==> src/rtl/tcpu_pkg.sv <==
// ----------------------------------------------------------------------------
// tcpu_pkg
// Shared types and codes of the toy 16-bit processor step core: request and
// response items, memory and register file access groups, opcodes, states.
// ----------------------------------------------------------------------------
package tcpu_pkg;

	// Command field of a request.
	localparam logic CMD_LOAD = 1'b0;
	localparam logic CMD_STEP = 1'b1;

	typedef struct packed {
		logic        command;
		logic [15:0] load_address;
		logic [15:0] load_data;
	} req_t;

	typedef struct packed {
		logic [1:0]  status;
		logic [15:0] next_pc;
		logic        reg_written;
		logic [1:0]  reg_index;
		logic [15:0] reg_value;
		logic        store_done;
		logic [15:0] store_address;
		logic [15:0] store_data;
	} rsp_t;

	typedef enum logic [1:0] {
		STATUS_EXEC    = 2'd0,
		STATUS_HALT    = 2'd1,
		STATUS_ILLEGAL = 2'd2,
		STATUS_LOADED  = 2'd3
	} status_t;

	typedef enum logic [1:0] {
		RUN_ACTIVE = 2'd0,
		RUN_HALTED = 2'd1,
		RUN_ERROR  = 2'd2
	} run_t;

	// Opcodes 14 and 15 are illegal and have no member.
	typedef enum logic [3:0] {
		OP_LDI  = 4'd0,
		OP_ADD  = 4'd1,
		OP_ADDI = 4'd2,
		OP_SUB  = 4'd3,
		OP_XOR  = 4'd4,
		OP_OR   = 4'd5,
		OP_AND  = 4'd6,
		OP_SRA  = 4'd7,
		OP_ORL  = 4'd8,
		OP_ORH  = 4'd9,
		OP_LDM  = 4'd10,
		OP_STM  = 4'd11,
		OP_BLTU = 4'd12,
		OP_BEQ  = 4'd13
	} op_t;

	typedef enum logic [1:0] {
		S_IDLE,
		S_FETCH,
		S_EXEC,
		S_MEMRD
	} state_t;

	// Word memory access; addresses are full width and wrapped by the memory.
	typedef struct packed {
		logic        we;
		logic [15:0] waddr;
		logic [15:0] wdata;
		logic        re;
		logic [15:0] raddr;
	} mem_req_t;

	// Register file access: one write port, two read ports.
	typedef struct packed {
		logic        we;
		logic [1:0]  waddr;
		logic [15:0] wdata;
		logic        re;
		logic [1:0]  ra_addr;
		logic [1:0]  rb_addr;
	} rf_req_t;

	// Outcome of executing one non-memory-load instruction.
	typedef struct packed {
		logic        wr;
		logic        st;
		logic [15:0] res;
		logic [15:0] npc;
	} exe_t;

	localparam logic [15:0] MSB_MASK = 16'h8000;

endpackage

==> src/rtl/tcpu_regfile.sv <==
// ----------------------------------------------------------------------------
// tcpu_regfile
// Four 16-bit registers, one write and two registered read ports; entries
// not yet written read as zero.
// ----------------------------------------------------------------------------
module tcpu_regfile import tcpu_pkg::*; (
	input  logic        clk,
	input  logic        arst_n,
	input  rf_req_t     rf_req,
	output logic [15:0] rd_a,
	output logic [15:0] rd_b
);

	logic [15:0] regs [4];
	logic [3:0]  valid_q;

	always_ff @(posedge clk or negedge arst_n) begin
		if (!arst_n) begin
			valid_q <= '0;
		end else if (rf_req.we) begin
			valid_q[rf_req.waddr] <= 1'b1;
		end
	end

	always_ff @(posedge clk) begin
		if (rf_req.we) begin
			regs[rf_req.waddr] <= rf_req.wdata;
		end
	end

	always_ff @(posedge clk) begin
		if (rf_req.re) begin
			rd_a <= valid_q[rf_req.ra_addr] ? regs[rf_req.ra_addr] : '0;
			rd_b <= valid_q[rf_req.rb_addr] ? regs[rf_req.rb_addr] : '0;
		end
	end

endmodule

==> config.mk <==
export PLATFORM = sky130hd
export DESIGN_NAME = tcpu_regfile
export DESIGN_NICKNAME = d
export VERILOG_FILES = /design/src/rtl/tcpu_pkg.sv /design/src/rtl/tcpu_regfile.sv
export SDC_FILE = /design/constraint.sdc
export NUM_CORES = 1
export LEC_CHECK = 0
export BUFFER_PORTS_ARGS = -buffer_cell sky130_fd_sc_hd__buf_2
export CORE_UTILIZATION = 64
export CTS_BUF_LIST = sky130_fd_sc_hd__clkbuf_8
export CTS_CLUSTER_DIAMETER = 40
export DETAILED_ROUTE_END_ITERATION = 16
export GPL_ROUTABILITY_DRIVEN = 0
export GPL_TIMING_DRIVEN = 1
export PLACE_DENSITY = 0.88
export SLEW_MARGIN = 30
export SYNTH_ARGS = -nofsm -noshare
export SYNTH_HDL_FRONTEND = slang
export SYNTH_SLANG_ARGS = --single-unit
==> constraint.sdc <==
create_clock -name clk -period 2.74 [get_ports clk]
set_input_delay 0.137 -clock clk [delete_from_list [all_inputs] [get_ports clk]]
set_output_delay 0.137 -clock clk [all_outputs]
set_load 0.005 [all_outputs]
==> run_results.csv <==
group,metric,value,unit
global_route,antenna_found_initial,0,
cts,cts.sinks,100,
setup_path,max_stage_delay,0.64,ns
cts,root_buffer,"clkbuf_8",
cells_and_area,area_delta_synth_final,15.87,%
floorplanning,num_rows,29,
cts,clk_pin_slew,0.09,ns
cts,cts_tree,"done",
floorplanning,die_w,83.11,um
run,drv_cap,0,
synthesis,synth_cell_types,15,
floorplanning,dieHeight,83.11,um
timing,setup_tns,0,ns
synthesis,netlist_instances,185,
synthesis,yosys.area.top_type,"edfxtp_1",
floorplanning,core,0.006350,sq mm
timing,max_slew_margin,41.80,%
setup_path,cp.arrival,1.64,ns
setup_path,critPathLaunchType,"flop",
cts,htree_levels,3,
global_route,grt_pass1_wl,11340,um
cells_and_area,final_nets,287,
min_path,hold_path.class,"input pin to flop",
cells_and_area,layout_common_cells,"96 x edfxtp_1, 57 x buf_2, 32 x mux4_1, 32 x and2_1, 16 x dlygate4sd3_1",
timing,setup_viol,0,
setup_path,critical_path_class,"flop to flop",
global_route,first_global_vias,2135,
timing,maxSlewViolCount,0,
setup_path,cp.required,2.85,ns
detailed_routing,first_iter_violations,160,
synthesis,yosys_warnings,0,
synthesis,syn-num-nets,211,
cells_and_area,multiInputGateArea,0.001147,sq mm
setup_path,crit_path_max_fanout,16,
cts,cts.path.max_buffers,2,
synthesis,postSynthAreaPerCell,22.76,sq um
power,total_power,2.965,mW
synthesis,synth_top_area_share,68.47,%
cells_and_area,mostFrequentLayoutCell,"edfxtp_1",
detailed_routing,dr.pass1.iters,4,
global_route,grt_overflow_total,0,
place,hpwl,4242,um
timing,worst_pin_slew,0.8730,ns
cells_and_area,final_layout_size_suffix_gt1_share,30.08,%
power,ir_drop,402.7,uV
cts,cts-resized-gates,0,
place,portBuffers,57,
synthesis,synth-seq-area-share,70.85,%
floorplanning,floorplan.initialDensity,66.31,%
cts,cts_buffers,9,
detailed_routing,vias,2103,
global_route,grt_use_total,22.53,%
timing,fin_skew,0.003615,ns
outcome,status,"finished clean",
place,placed_area,0.004527,sq mm
detailed_routing,wire_per_inst,20.74,um
cts,ctsHoldBuffers,15,
timing,finalCriticalPeriod,1.522,ns
floorplanning,io_pins,58,
setup_path,cp_cell_sequence,"mux4_2, and2_1",
detailed_routing,vias_per_cell,6.131,
synthesis,synth.area.top_cells,"edfxtp_1 68%, mux4_1 20%, and2_1 4.8%, dfrtp_1 2.4%, buf_6 1.6%",
timing,finalCritPeriodShare,55.53,%
cts,cts_setup_buffers,0,
power,clkPwrFrac,30.5,%
power,p_sw,626.1,uW
timing,fmax,0.6572,GHz
power,comb_power_share,8.5,%
cells_and_area,fin_area,0.004878,sq mm
synthesis,ys_seq_elements,100,
place,dp_cells,311,
detailed_routing,drc,0,
power,internal_power,2.338,mW
power,p_leak,1.776,nW
detailed_routing,wl,7113,um
cells_and_area,antenna_cells,0,
cells_and_area,final_cell_count_no_fill,343,
setup_path,cpMaxStageDelayCell,"mux4_2",
timing,hold_viol_final,0,
cells_and_area,seq_area,0.002983,sq mm
power,pwr_density_cell,607.7,mW/mm^2
floorplanning,die_area,0.006907,sq mm
power,p_sw_share,21.12,%
setup_path,worstSetupEndpointType,"flop",
timing,rsz0062_at_grt,"no",
synthesis,syn_area,0.004210,sq mm
power,sequentialPowerShare,61.0,%
cells_and_area,n_fill_cell,324,
cts,insertion_delay,0.35,ns
detailed_routing,antenna_left,0,
global_route,grt_max_degree,33,
[registers in the layout, indices dropped and copies added (netlist names)]
register / cells
rd_a: 16
rd_b: 16
regs: 64
valid_q: 4
[cell type report]
class / count / area share, %
Clock inverter: 7 / 1.385
Sequential cell: 100 / 61.14
Multi-Input combinational cell: 75 / 23.52
Tap cell: 77 / 1.975
Timing Repair Buffer: 75 / 9.438
Clock buffer: 9 / 2.539
[worst max-delay path: cells and delay by family, from the launching register on]
kind | cells | cell delay, ns
flip-flops | 1 | 0.43
multiplexers | 1 | 0.64
AND/OR/NAND/NOR | 1 | 0.21
[power by group through the flow]
stage	clock, mW	combinational [mW]	sequential, mW
floorplan	0	0.132	1.84
global placement	0	0.222	1.83
detailed placement	0	0.234	1.84
CTS	0.916	0.251	1.81
global route	0.983	0.272	1.82
finish	0.906	0.251	1.81
[cells in the mapped netlist]
cell and count:
and3b_1 1, mux4_1 32, and3_1 1, o21bai_1 1, edfxtp_1 96, buf_6 6
buf_2 2, nor3b_1 1, dfrtp_1 4, or2_2 3, mux4_2 2, nor2_1 1
clkbuf_1 2, and2_1 32, nand2_1 1
[per-layer routing]
metal | share of wire (%) | wire [um] | track usage (%)
met4 | 1.8 | 129 | 7.524
met1 | 39 | 2800 | 27.72
met5 | 0 | 0 | 0
met2 | 54 | 3875 | 39.42
met3 | 4.3 | 308 | 5.666
[cells by family (layout without fill, tap and decap cells)]
logic type / count (synthesis) / count (layout) / share of synthesized area, %
flops: 100 / 100 / 70.85
simple gates: 40 / 40 / 5.914
mux: 34 / 34 / 21.04
buf+inv: 10 / 91 / 2.021
compound gates: 1 / 1 / 0.1784
[final timing paths]
kind                                  from          to  slack (ns)  cells past startpoint
worst min register to register  valid_q[2]  valid_q[2]        0.50                      1
max in group asynchronous           arst_n  valid_q[2]        2.48                      2
worst min-delay path            rf_req[22]  valid_q[1]        0.02                      2
min in group asynchronous           arst_n  valid_q[3]        0.13                      2
worst max-delay path            valid_q[1]     rd_b[7]        1.22                      2
worst max register to register  valid_q[1]     rd_b[7]        1.22                      2
[per-stage QoR]
| step | hold slack, ns | setup slack, ns | util (%) |
|---|---|---|---|
| final | 0.02010 | 1.218 | 76.83 |
| after global routing | 0.01932 | 1.218 | 76.83 |
| after CTS | 0.001614 | 1.226 | 76.67 |
| after detailed placement | -0.04421 | 0.9209 | 71.29 |
| after global placement | -0.04870 | 1.002 | 71.29 |
| after floorplan | -0.1586 | 0.9036 | - |
(Power assumes the default switching activity.)
