===== src/rtl/tcpu_pkg.sv =====
// ----------------------------------------------------------------------------
// tcpu_pkg
// Shared types and codes of the toy 16-bit processor step core: request and
// response items, memory and register file access groups, opcodes, states.
// ----------------------------------------------------------------------------
package tcpu_pkg;

	// Command field of a request.
	localparam logic CMD_LOAD = 1'b0;
	localparam logic CMD_STEP = 1'b1;

	typedef struct packed {
		logic        command;
		logic [15:0] load_address;
		logic [15:0] load_data;
	} req_t;

	typedef struct packed {
		logic [1:0]  status;
		logic [15:0] next_pc;
		logic        reg_written;
		logic [1:0]  reg_index;
		logic [15:0] reg_value;
		logic        store_done;
		logic [15:0] store_address;
		logic [15:0] store_data;
	} rsp_t;

	typedef enum logic [1:0] {
		STATUS_EXEC    = 2'd0,
		STATUS_HALT    = 2'd1,
		STATUS_ILLEGAL = 2'd2,
		STATUS_LOADED  = 2'd3
	} status_t;

	typedef enum logic [1:0] {
		RUN_ACTIVE = 2'd0,
		RUN_HALTED = 2'd1,
		RUN_ERROR  = 2'd2
	} run_t;

	// Opcodes 14 and 15 are illegal and have no member.
	typedef enum logic [3:0] {
		OP_LDI  = 4'd0,
		OP_ADD  = 4'd1,
		OP_ADDI = 4'd2,
		OP_SUB  = 4'd3,
		OP_XOR  = 4'd4,
		OP_OR   = 4'd5,
		OP_AND  = 4'd6,
		OP_SRA  = 4'd7,
		OP_ORL  = 4'd8,
		OP_ORH  = 4'd9,
		OP_LDM  = 4'd10,
		OP_STM  = 4'd11,
		OP_BLTU = 4'd12,
		OP_BEQ  = 4'd13
	} op_t;

	typedef enum logic [1:0] {
		S_IDLE,
		S_FETCH,
		S_EXEC,
		S_MEMRD
	} state_t;

	// Word memory access; addresses are full width and wrapped by the memory.
	typedef struct packed {
		logic        we;
		logic [15:0] waddr;
		logic [15:0] wdata;
		logic        re;
		logic [15:0] raddr;
	} mem_req_t;

	// Register file access: one write port, two read ports.
	typedef struct packed {
		logic        we;
		logic [1:0]  waddr;
		logic [15:0] wdata;
		logic        re;
		logic [1:0]  ra_addr;
		logic [1:0]  rb_addr;
	} rf_req_t;

	// Outcome of executing one non-memory-load instruction.
	typedef struct packed {
		logic        wr;
		logic        st;
		logic [15:0] res;
		logic [15:0] npc;
	} exe_t;

	localparam logic [15:0] MSB_MASK = 16'h8000;

endpackage


===== src/rtl/tcpu_alu.sv =====
// ----------------------------------------------------------------------------
// tcpu_alu
// Executes one instruction word against its two operands: register result,
// store request and next program counter.
// ----------------------------------------------------------------------------
module tcpu_alu import tcpu_pkg::*; (
	input  logic [15:0] insn,
	input  logic [15:0] a,
	input  logic [15:0] b,
	input  logic [15:0] pc,
	output exe_t        exe
);

	logic [7:0]  imm;
	logic [15:0] simm;
	logic [15:0] pc_inc;
	logic [15:0] pc_rel;
	op_t         op;

	assign imm    = insn[7:0];
	assign simm   = {{8{imm[7]}}, imm};
	assign pc_inc = pc + 16'd1;
	assign pc_rel = pc + simm;
	assign op     = op_t'(insn[15:12]);

	always_comb begin
		exe.wr  = 1'b1;
		exe.st  = 1'b0;
		exe.res = '0;
		exe.npc = pc_inc;
		case (op)
			OP_LDI:  exe.res = simm;
			OP_ADD:  exe.res = a + b;
			OP_ADDI: exe.res = b + simm;
			OP_SUB:  exe.res = a - b;
			OP_XOR:  exe.res = a ^ b;
			OP_OR:   exe.res = a | b;
			OP_AND:  exe.res = a & b;
			OP_SRA:  exe.res = (a & MSB_MASK) | (a >> 1);
			OP_ORL:  exe.res = a | {8'h00, imm};
			OP_ORH:  exe.res = a | {imm, 8'h00};
			OP_STM: begin
				exe.wr = 1'b0;
				exe.st = 1'b1;
			end
			OP_BLTU: begin
				exe.wr = 1'b0;
				if (a < b) begin
					exe.npc = pc_rel;
				end
			end
			OP_BEQ: begin
				exe.wr = 1'b0;
				if (a == b) begin
					exe.npc = pc_rel;
				end
			end
			default: begin
				// Memory loads finish elsewhere; illegal codes never commit.
				exe.wr = 1'b0;
			end
		endcase
	end

endmodule


===== config.mk =====
export PLATFORM = sky130hd
export DESIGN_NAME = tcpu_alu
export DESIGN_NICKNAME = d
export VERILOG_FILES = /design/src/rtl/tcpu_pkg.sv /design/src/rtl/tcpu_alu.sv
export SDC_FILE = /design/constraint.sdc
export NUM_CORES = 1
export LEC_CHECK = 0
export BUFFER_PORTS_ARGS = -buffer_cell sky130_fd_sc_hd__buf_2
export CORE_ASPECT_RATIO = 1.4
export CORE_MARGIN = 4
export CORE_UTILIZATION = 55
export DETAILED_ROUTE_END_ITERATION = 8
export PLACE_DENSITY = 0.86
export SYNTH_ARGS = -nofsm -noshare
export SYNTH_HDL_FRONTEND = slang
export SYNTH_SLANG_ARGS = --single-unit

===== constraint.sdc =====
create_clock -name vclk -period 7.8
set_input_delay 1.95 -clock vclk [all_inputs]
set_output_delay 1.95 -clock vclk [all_outputs]
set_load 0.05 [all_outputs]

==> flow_summary_export.csv, run 1 <==
group,metric,value,unit
yosys,synth_top_cell_by_area,"ha_1",
yosys,avgSynthCellArea,6.858,um^2
floorplan,num_io_pins,98,
critical_path,cp.arrival,5260,ps
yosys,yosys-top-cells-count,"ha_1, nand2_1, a21oi_1",
critical_path,critPathMaxFanout,21,
cells_and_area,final_area,4912,um^2
placed_design,gp_congestion,0.9842,
floorplan,chipHeight,113.7,um
sta,tns,0,ps
sta,finalCritPeriodShare,92.41,%
routing,ant_nets,0,
global_routing,grt_pass1_vias,5153,
floorplan,rows,38,
power_and_ir_drop,leakage,2.362,nW
global_routing,grt_max_degree,28,
power_and_ir_drop,powerDensity,84.89,nW/um^2
placed_design,place_area,4912,um^2
yosys,syn-instance-count,640,
critical_path,path_class,"in2out",
status,status,"complete, no violations",
routing,post_drt_via_cell_ratio,6.501,
cells_and_area,register_area,0,um^2
yosys,yosysTopAreaCellShare,22.81,%
cells_and_area,nClkBuffers,0,
cells_and_area,final_nets,865,
routing,via_count,5305,
sta,hold_ws,4271,ps
cts,postCtsHoldBufs,0,
cells_and_area,antenna_cells,0,
global_routing,grt_overflow,0,
sta,max_slew.worst_pin.slew,1117,ps
cts,post_cts_buffers,0,
floorplan,dieWidth,83.50,um
power_and_ir_drop,ir_drop,0.00005096,V
critical_path,worstPathRequired,5850,ps
critical_path,end_kind,"primary output",
cts,cts_resized,0,
floorplan,core,7750,um^2
job,maxCapViolCount,0,
sta,slew_violations,0,
routing,drc_errors,0,
worst_hold_path,hp-class,"in2out",
yosys,yosys_warnings,0,
global_routing,grt_pass1_wl,23650,um
yosys,mappedNetlistArea,4389,um^2
cells_and_area,drive_above_1_share,17.32,%
sta,slew-limit-headroom,25.01,%
yosys,syn-num-nets,787,
global_routing,grt_usage,29.37,%
placed_design,dp.final_hpwl,11900,um
routing,drtIter0Drc,375,
yosys,synth.area.top_cells,"ha_1, a21oi_1, o21ai_0, xnor2_1, nand2_1",
cells_and_area,synthToLayoutAreaGrowth,11.92,%
routing,dr.pass1.iters,5,
routing,drt-wirelength-per-cell,18.12,um
yosys,synth.distinct_cells,67,
sta,finalHoldViolCount,0,
critical_path,cp-start-kind,"input pin",
global_routing,antenna_found_initial,0,
sta,fin_crit,7208,ps
cells_and_area,design.seq.count,0,
yosys,yosysSeqAreaShare,0,%
sta,max_freq,138.7,MHz
sta,setup_violations,0,
routing,drt_wl_total,14790,um
floorplan,floorplan.initialDensity,56.64,%
yosys,synth_most_common_cell,"ha_1",
sta,rsz0062_at_grt,"no",
floorplan,die-area,9494,um^2
placed_design,io_buffers,94,
==> routing by layer <==
metal | share of wire (%) | vias up | wire (um) | global-route usage [%]
met5 | 0 | - | 0 | 0
met4 | 6.8 | 0 | 1008 | 17.81
met3 | 8.0 | 90 | 1188 | 3.035
met2 | 48 | 314 | 7113 | 53.64
met1 | 37 | 2406 | 5475 | 32.59
li1 | - | 2495 | - | -
==> stage by stage <==
step / utilization [%] / std cells / power [mW] / setup slack, ps
floorplan: - / 640 / 0.3061 / 705.8
global placement: 63.38 / 816 / 0.3983 / 710.1
detailed placement: 63.38 / 816 / 0.4093 / 642.9
CTS: 63.38 / 816 / 0.4111 / 635.3
global route: 63.38 / 816 / 0.4494 / 364.1
finish: 63.38 / 816 / 0.4170 / 591.7
==> area by class of cell <==
| cell class | count | area, um^2 |
|---|---|---|
| fillers | 716 | 2838 |
| repair buffers | 100 | 515.5 |
| well taps | 100 | 125.1 |
| inverters | 56 | 210.2 |
| multi-input cells | 560 | 4061 |
==> where the power goes <==
part	internal [mW]	switching [mW]	total, mW
Clock	0	0	0
Sequential	0	0	0
Combinational	0.147	0.270	0.417
Total	0.147	0.270	0.417
==> cells in the final DEF (no fill, tap or decap), drive strengths merged, types with 8 or more instances in the layout <==
cell type | Yosys | final
buf | 13 | 100
ha | 80 | 80
o21ai | 65 | 65
a21oi | 63 | 63
nand2 | 62 | 62
inv | 56 | 56
nor2 | 46 | 46
xnor2 | 29 | 29
xor2 | 18 | 18
a21o | 15 | 15
nand3 | 12 | 12
nand2b | 11 | 11
and3 | 10 | 10
nor3 | 10 | 10
a211oi | 9 | 9
a31oi | 9 | 9
nor2b | 8 | 8
a221oi | 8 | 8
==> cells by family after synthesis <==
kind of cell    synth area share, %
xor+xnor                      9.378
fa+ha+maj                     24.17
buf+inv                       7.697
simple gates                  20.41
mux                           2.166
compound gates                36.17
==> critical path, stage by stage <==
cell and delay [ps]:
buf_2 230, nor3_2 280, buf_4 210, nand2_1 60
o21ai_0 80, ha_1 260, inv_1 80, fa_1 400
nand2b_1 220, a21oi_1 240, o211ai_1 240, nand2b_1 170
a31oi_1 120, xnor2_1 150, a221o_1 350, buf_2 210
==> final timing paths <==
| path | slack (ps) | endpoint | cells past startpoint | startpoint |
|---|---|---|---|---|
| max | 590 | exe[28] | 16 | insn[15] |
| min | 4270 | exe[15] | 3 | pc[15] |
No activity file was read; power rests on OpenSTA's default activity.
==> run 2: changes to the inputs <==
==> constraint.sdc (replaced) <==
create_clock -name vclk -period 7.8
set_input_delay 1.17 -clock vclk [all_inputs]
set_output_delay 1.17 -clock vclk [all_outputs]
set_load 0.05 [all_outputs]
==> run 2 against run 1 <==
Utilization fell by 0.39 points. Highest routed layer unchanged. Fmax rose by 14%. Combinational power barely moved. Flip-flop and latch count did not move. Global-route usage fell by 0.63 points. Hold slack got worse by 1600 ps. Largest power group unchanged. Die area did not move. Non-clock buffer count fell by 4. Sequential share of layout area did not move. Wire length fell by 2.0%. Critical path depth fell by 1. Worst setup slack improved by 880 ps. Critical path type unchanged.
==> flow_summary_export.csv, run 2 (same netlist as run 1, synthesis figures left out) <==
group,metric,value,unit
status,status,"complete, no violations",
global_routing,grt_usage,28.74,%
sta,fin_crit,6330,ps
sta,finalHoldViolCount,0,
global_routing,grt_max_degree,30,
critical_path,end_kind,"primary output",
sta,slew-limit-headroom,24.43,%
routing,drtIter0Drc,420,
global_routing,grt_pass1_vias,5025,
worst_hold_path,hp-class,"in2out",
critical_path,path_class,"in2out",
cells_and_area,layout_commonest_cell,"buf_2",
power_and_ir_drop,power.switching,0.2684,mW
worst_hold_path,min_to,"exe[15]",
sta,slew_violations,0,
sta,max_freq,158.0,MHz
critical_path,cp.arrival,5160,ps
cts,cts_resized,0,
cells_and_area,final_nets,861,
floorplan,die-area,9494,um^2
floorplan,rows,38,
placed_design,io_buffers,94,
power_and_ir_drop,combPwrFrac,100.0,%
routing,drt-wirelength-per-cell,17.84,um
cells_and_area,synthToLayoutAreaGrowth,11.23,%
global_routing,use_met1,33.96,%
placed_design,dp.final_hpwl,11820,um
cts,post_cts_buffers,0,
global_routing,grt.busiest_layer,"met2",
worst_hold_path,min_path_cells,3,
cells_and_area,design.seq.count,0,
sta,max_slew.worst_pin.slew,1126,ps
sta,hold_ws,2697,ps
critical_path,worstPathRequired,6630,ps
cells_and_area,antenna_cells,0,
global_routing,grt_use_met2,51.98,%
placed_design,gp_congestion,0.9578,
sta,tns,0,ps
power_and_ir_drop,pwr-share-seq,0,%
power_and_ir_drop,p_sw_share,64.79,%
critical_path,cp-start-kind,"input pin",
floorplan,core,7750,um^2
power_and_ir_drop,leakage,2.342,nW
worst_hold_path,hold_start,"pc[15]",
routing,drt_wl_total,14490,um
power_and_ir_drop,total_power,0.4142,mW
power_and_ir_drop,ir_drop,0.00005870,V
cells_and_area,register_area,0,um^2
cts,postCtsHoldBufs,0,
routing,via_count,5198,
cells_and_area,final_area,4882,um^2
global_routing,grt_pass1_wl,23300,um
cells_and_area,finalCoreUtilization,63.00,%
global_routing,gr-usage-met3,2.529,%
job,maxCapViolCount,0,
power_and_ir_drop,clockPowerShare,0,%
cells_and_area,nClkBuffers,0,
sta,setup_violations,0,
sta,finalCritPeriodShare,81.16,%
power_and_ir_drop,powerDensity,84.84,nW/um^2
routing,drc_errors,0,
floorplan,num_io_pins,98,
power_and_ir_drop,p_int,0.1458,mW
global_routing,antenna_found_initial,0,
sta,rsz0062_at_grt,"no",
routing,ant_nets,0,
critical_path,critPathMaxFanout,23,
placed_design,place_area,4882,um^2
routing,dr.pass1.iters,5,
cells_and_area,drive_above_1_share,16.85,%
floorplan,floorplan.initialDensity,56.64,%
floorplan,dieWidth,83.50,um
global_routing,grt_overflow,0,
routing,post_drt_via_cell_ratio,6.401,
cells_and_area,most-common-layout-cells,"buf_2, ha_1, nand2_1",
floorplan,chipHeight,113.7,um
-- run 2: changes by cell type in the layout (fill, tap and decap cells not counted), sizes merged --
cell | previous run | this run
buf | 100 | 96
-- run 2: how the worst max path moves through the flow --
stage                   from       to  slack [ps]  cells after the start
floorplan           insn[12]  exe[31]        2270                     13
global placement    insn[12]  exe[31]        1620                     15
detailed placement  insn[12]  exe[31]        1540                     15
CTS                 insn[12]  exe[31]        1520                     15
global route        insn[13]  exe[28]        1230                     17
finish              insn[13]  exe[31]        1470                     15
-- run 2: through the flow --
stage	cells	worst slack, ps
2_1_floorplan	640	2266
3_3_place_gp	812	1623
3_5_place_dp	812	1542
4_1_cts	812	1521
5_1_grt	812	1231
6_report	812	1470
-- run 2: power by group through the flow --
stage	registers, mW	clock network (mW)	logic (mW)
after floorplan	0	0	0.306
after global placement	0	0	0.397
after detailed placement	0	0	0.408
after CTS	0	0	0.409
after global routing	0	0	0.449
final	0	0	0.414
-- run 2: final cells by class --
| type | instances | area (um^2) |
|---|---|---|
| timing repair buffer | 96 | 485.5 |
| fill | 707 | 2868 |
| tap | 100 | 125.1 |
| inverter | 56 | 210.2 |
| multi-input combinational | 560 | 4061 |
-- run 2: worst max-delay path, cell delays in order --
cell and delay [ps]:
buf_2 360, nand2b_1 150, nor3_2 500, buf_4 340
nand2_1 280, o21ai_0 180, ha_1 330, a21oi_2 210
o21ai_1 100, a21o_1 200, a211o_4 360, a211oi_1 360
xnor2_1 130, o211ai_1 170, buf_2 300
-- run 2: per-layer routing --
metal  part of all wire, %  wire, um
met1                    39      5655
met2                    49      7051
met3                   7.4      1076
met4                   4.9       706
met5                     0         0
==> run 3: changes to the inputs <==
--- a/config.mk
+++ b/config.mk
@@ -8,7 +8,7 @@
 export BUFFER_PORTS_ARGS = -buffer_cell sky130_fd_sc_hd__buf_2
 export CORE_ASPECT_RATIO = 1.4
 export CORE_MARGIN = 4
-export CORE_UTILIZATION = 55
+export CORE_UTILIZATION = 53
 export DETAILED_ROUTE_END_ITERATION = 8
 export PLACE_DENSITY = 0.86
 export SYNTH_ARGS = -nofsm -noshare
==> constraint.sdc (replaced) <==
create_clock -name vclk -period 5.3
set_input_delay 0.795 -clock vclk [all_inputs]
set_output_delay 0.795 -clock vclk [all_outputs]
set_load 0.05 [all_outputs]
==> run 3 against run 2 <==
Flip-flop and latch count unchanged. Wire length up 5.1%. Non-clock buffer count up 6. Die area up 3.5%. Total power up 51%. Global-route usage up 0.99 points. Cell area up 0.87%. Via count up 1.1%. Critical endpoint unchanged.
==> flow_summary_export.csv, run 3 (same netlist as run 1, synthesis figures left out) <==
group,metric,value,unit
status,status,"complete, no violations",
critical_path,crit_path_frequent_cell,"buf_2",
sta,setup_violations,0,
floorplan,floorplan.initialDensity,54.19,%
global_routing,antenna_found_initial,0,
routing,ant_nets,0,
sta,max_freq,203.9,MHz
worst_hold_path,hp-class,"in2out",
power_and_ir_drop,leakage,2.371,nW
critical_path,max_stage_delay,440,ps
critical_path,critPathMaxFanout,15,
sta,hold_ws,1935,ps
sta,fin_crit,4904,ps
cts,postCtsHoldBufs,0,
global_routing,grt_pass1_wl,24080,um
sta,max_slew.worst_pin.slew,1003,ps
placed_design,dp.cells,820,
cells_and_area,final_nets,867,
global_routing,grt_max_degree,30,
floorplan,core,8100,um^2
routing,drc_errors,0,
power_and_ir_drop,powerDensity,127.3,nW/um^2
cells_and_area,stdcell_count,820,
floorplan,dieWidth,84.91,um
floorplan,die-area,9822,um^2
global_routing,gr-usage-met3,2.632,%
global_routing,grt_use_met2,55.04,%
cells_and_area,nClkBuffers,0,
routing,drt-wirelength-per-cell,18.58,um
cells_and_area,design.seq.count,0,
global_routing,use_met1,31.91,%
routing,dr.pass1.iters,6,
job,maxCapViolCount,0,
power_and_ir_drop,ir_drop,0.00008089,V
sta,setup_ws,396.3,ps
routing,drtIter0Drc,375,
placed_design,place_ws,413.2,ps
cells_and_area,synthToLayoutAreaGrowth,12.20,%
critical_path,worstPathCellList,"buf_2 -> nand2b_1 -> nor3_2 -> buf_4 -> nor2_1 -> a21o_1 -> ha_1 -> a211oi_2 -> o21ai_2 -> and3_4 -> a211o_4 -> a211oi_1 -> xnor2_1 -> o211ai_1 -> buf_2",
routing,via_count,5256,
floorplan,chipHeight,115.7,um
global_routing,grt.busiest_layer,"met2",
cells_and_area,register_area,0,um^2
global_routing,grt_pass1_vias,5167,
global_routing,grt_overflow,0,
floorplan,num_io_pins,98,
critical_path,slowest_stage,"a211oi_1",
global_routing,grt_usage,29.73,%
cells_and_area,most-common-layout-cells,"buf_2, ha_1, nand2_1",
critical_path,cp.arrival,4110,ps
placed_design,io_buffers,94,
cts,cts_resized,0,
sta,tns,0,ps
cells_and_area,layout_commonest_cell,"buf_2",
critical_path,worstPathRequired,4510,ps
floorplan,rows,39,
cts,post_cts_buffers,0,
routing,drt_wl_total,15230,um
sta,slew-limit-headroom,32.88,%
power_and_ir_drop,total_power,0.6270,mW
cells_and_area,antenna_cells,0,
cells_and_area,drive_above_1_share,17.41,%
critical_path,cp-start-kind,"input pin",
placed_design,dp.final_hpwl,12600,um
sta,finalHoldViolCount,0,
sta,slew_violations,0,
placed_design,gp_congestion,1.018,
critical_path,path_class,"in2out",
sta,rsz0062_at_grt,"no",
critical_path,end_kind,"primary output",
routing,post_drt_via_cell_ratio,6.410,
sta,finalCritPeriodShare,92.52,%
run 3: cell count changes in the layout (fill, tap and decap cells not counted), sizes merged:
cell / change
buf: +6
run 3: stage by stage:
| stage | util [%] | area [um^2] |
|---|---|---|
| after floorplan | - | 4389 |
| after global placement | 60.80 | 4925 |
| after detailed placement | 60.80 | 4925 |
| after CTS | 60.80 | 4925 |
| after global routing | 60.80 | 4925 |
| final | 60.80 | 4925 |
run 3: worst paths after layout:
| kind | from | endpoint | slack, ps | cells past startpoint |
|---|---|---|---|---|
| setup / recovery | insn[12] | exe[31] | 400 | 15 |
| hold / removal | pc[15] | exe[15] | 1930 | 3 |
run 3: power breakdown:
| part | internal, mW | switching, mW | total (mW) |
|---|---|---|---|
| clock | 0 | 0 | 0 |
| sequential | 0 | 0 | 0 |
| combinational | 0.217 | 0.410 | 0.627 |
run 3: final cells by class:
cell class / instances / area, um^2
Fill cell: 798 / 3176
Inverter: 56 / 210.2
Multi-Input combinational cell: 560 / 4056
Tap cell: 102 / 127.6
Timing Repair Buffer: 102 / 530.5
run 3: worst max-delay path, delay by kind of cell:
kind                       cells  cell delay [ps]
adders and majority gates      1              300
and+or+nand+nor                4              640
buffers and inverters          3              670
xor gates and xnor gates       1              130
AOI/OAI and AO/OA              6             1540
run 3: routing by layer:
layer | vias to the layer above | share of wire (%)
met5 | - | 0
met4 | 0 | 7.2
met3 | 78 | 7.6
met2 | 288 | 49
met1 | 2383 | 36
li1 | 2507 | -
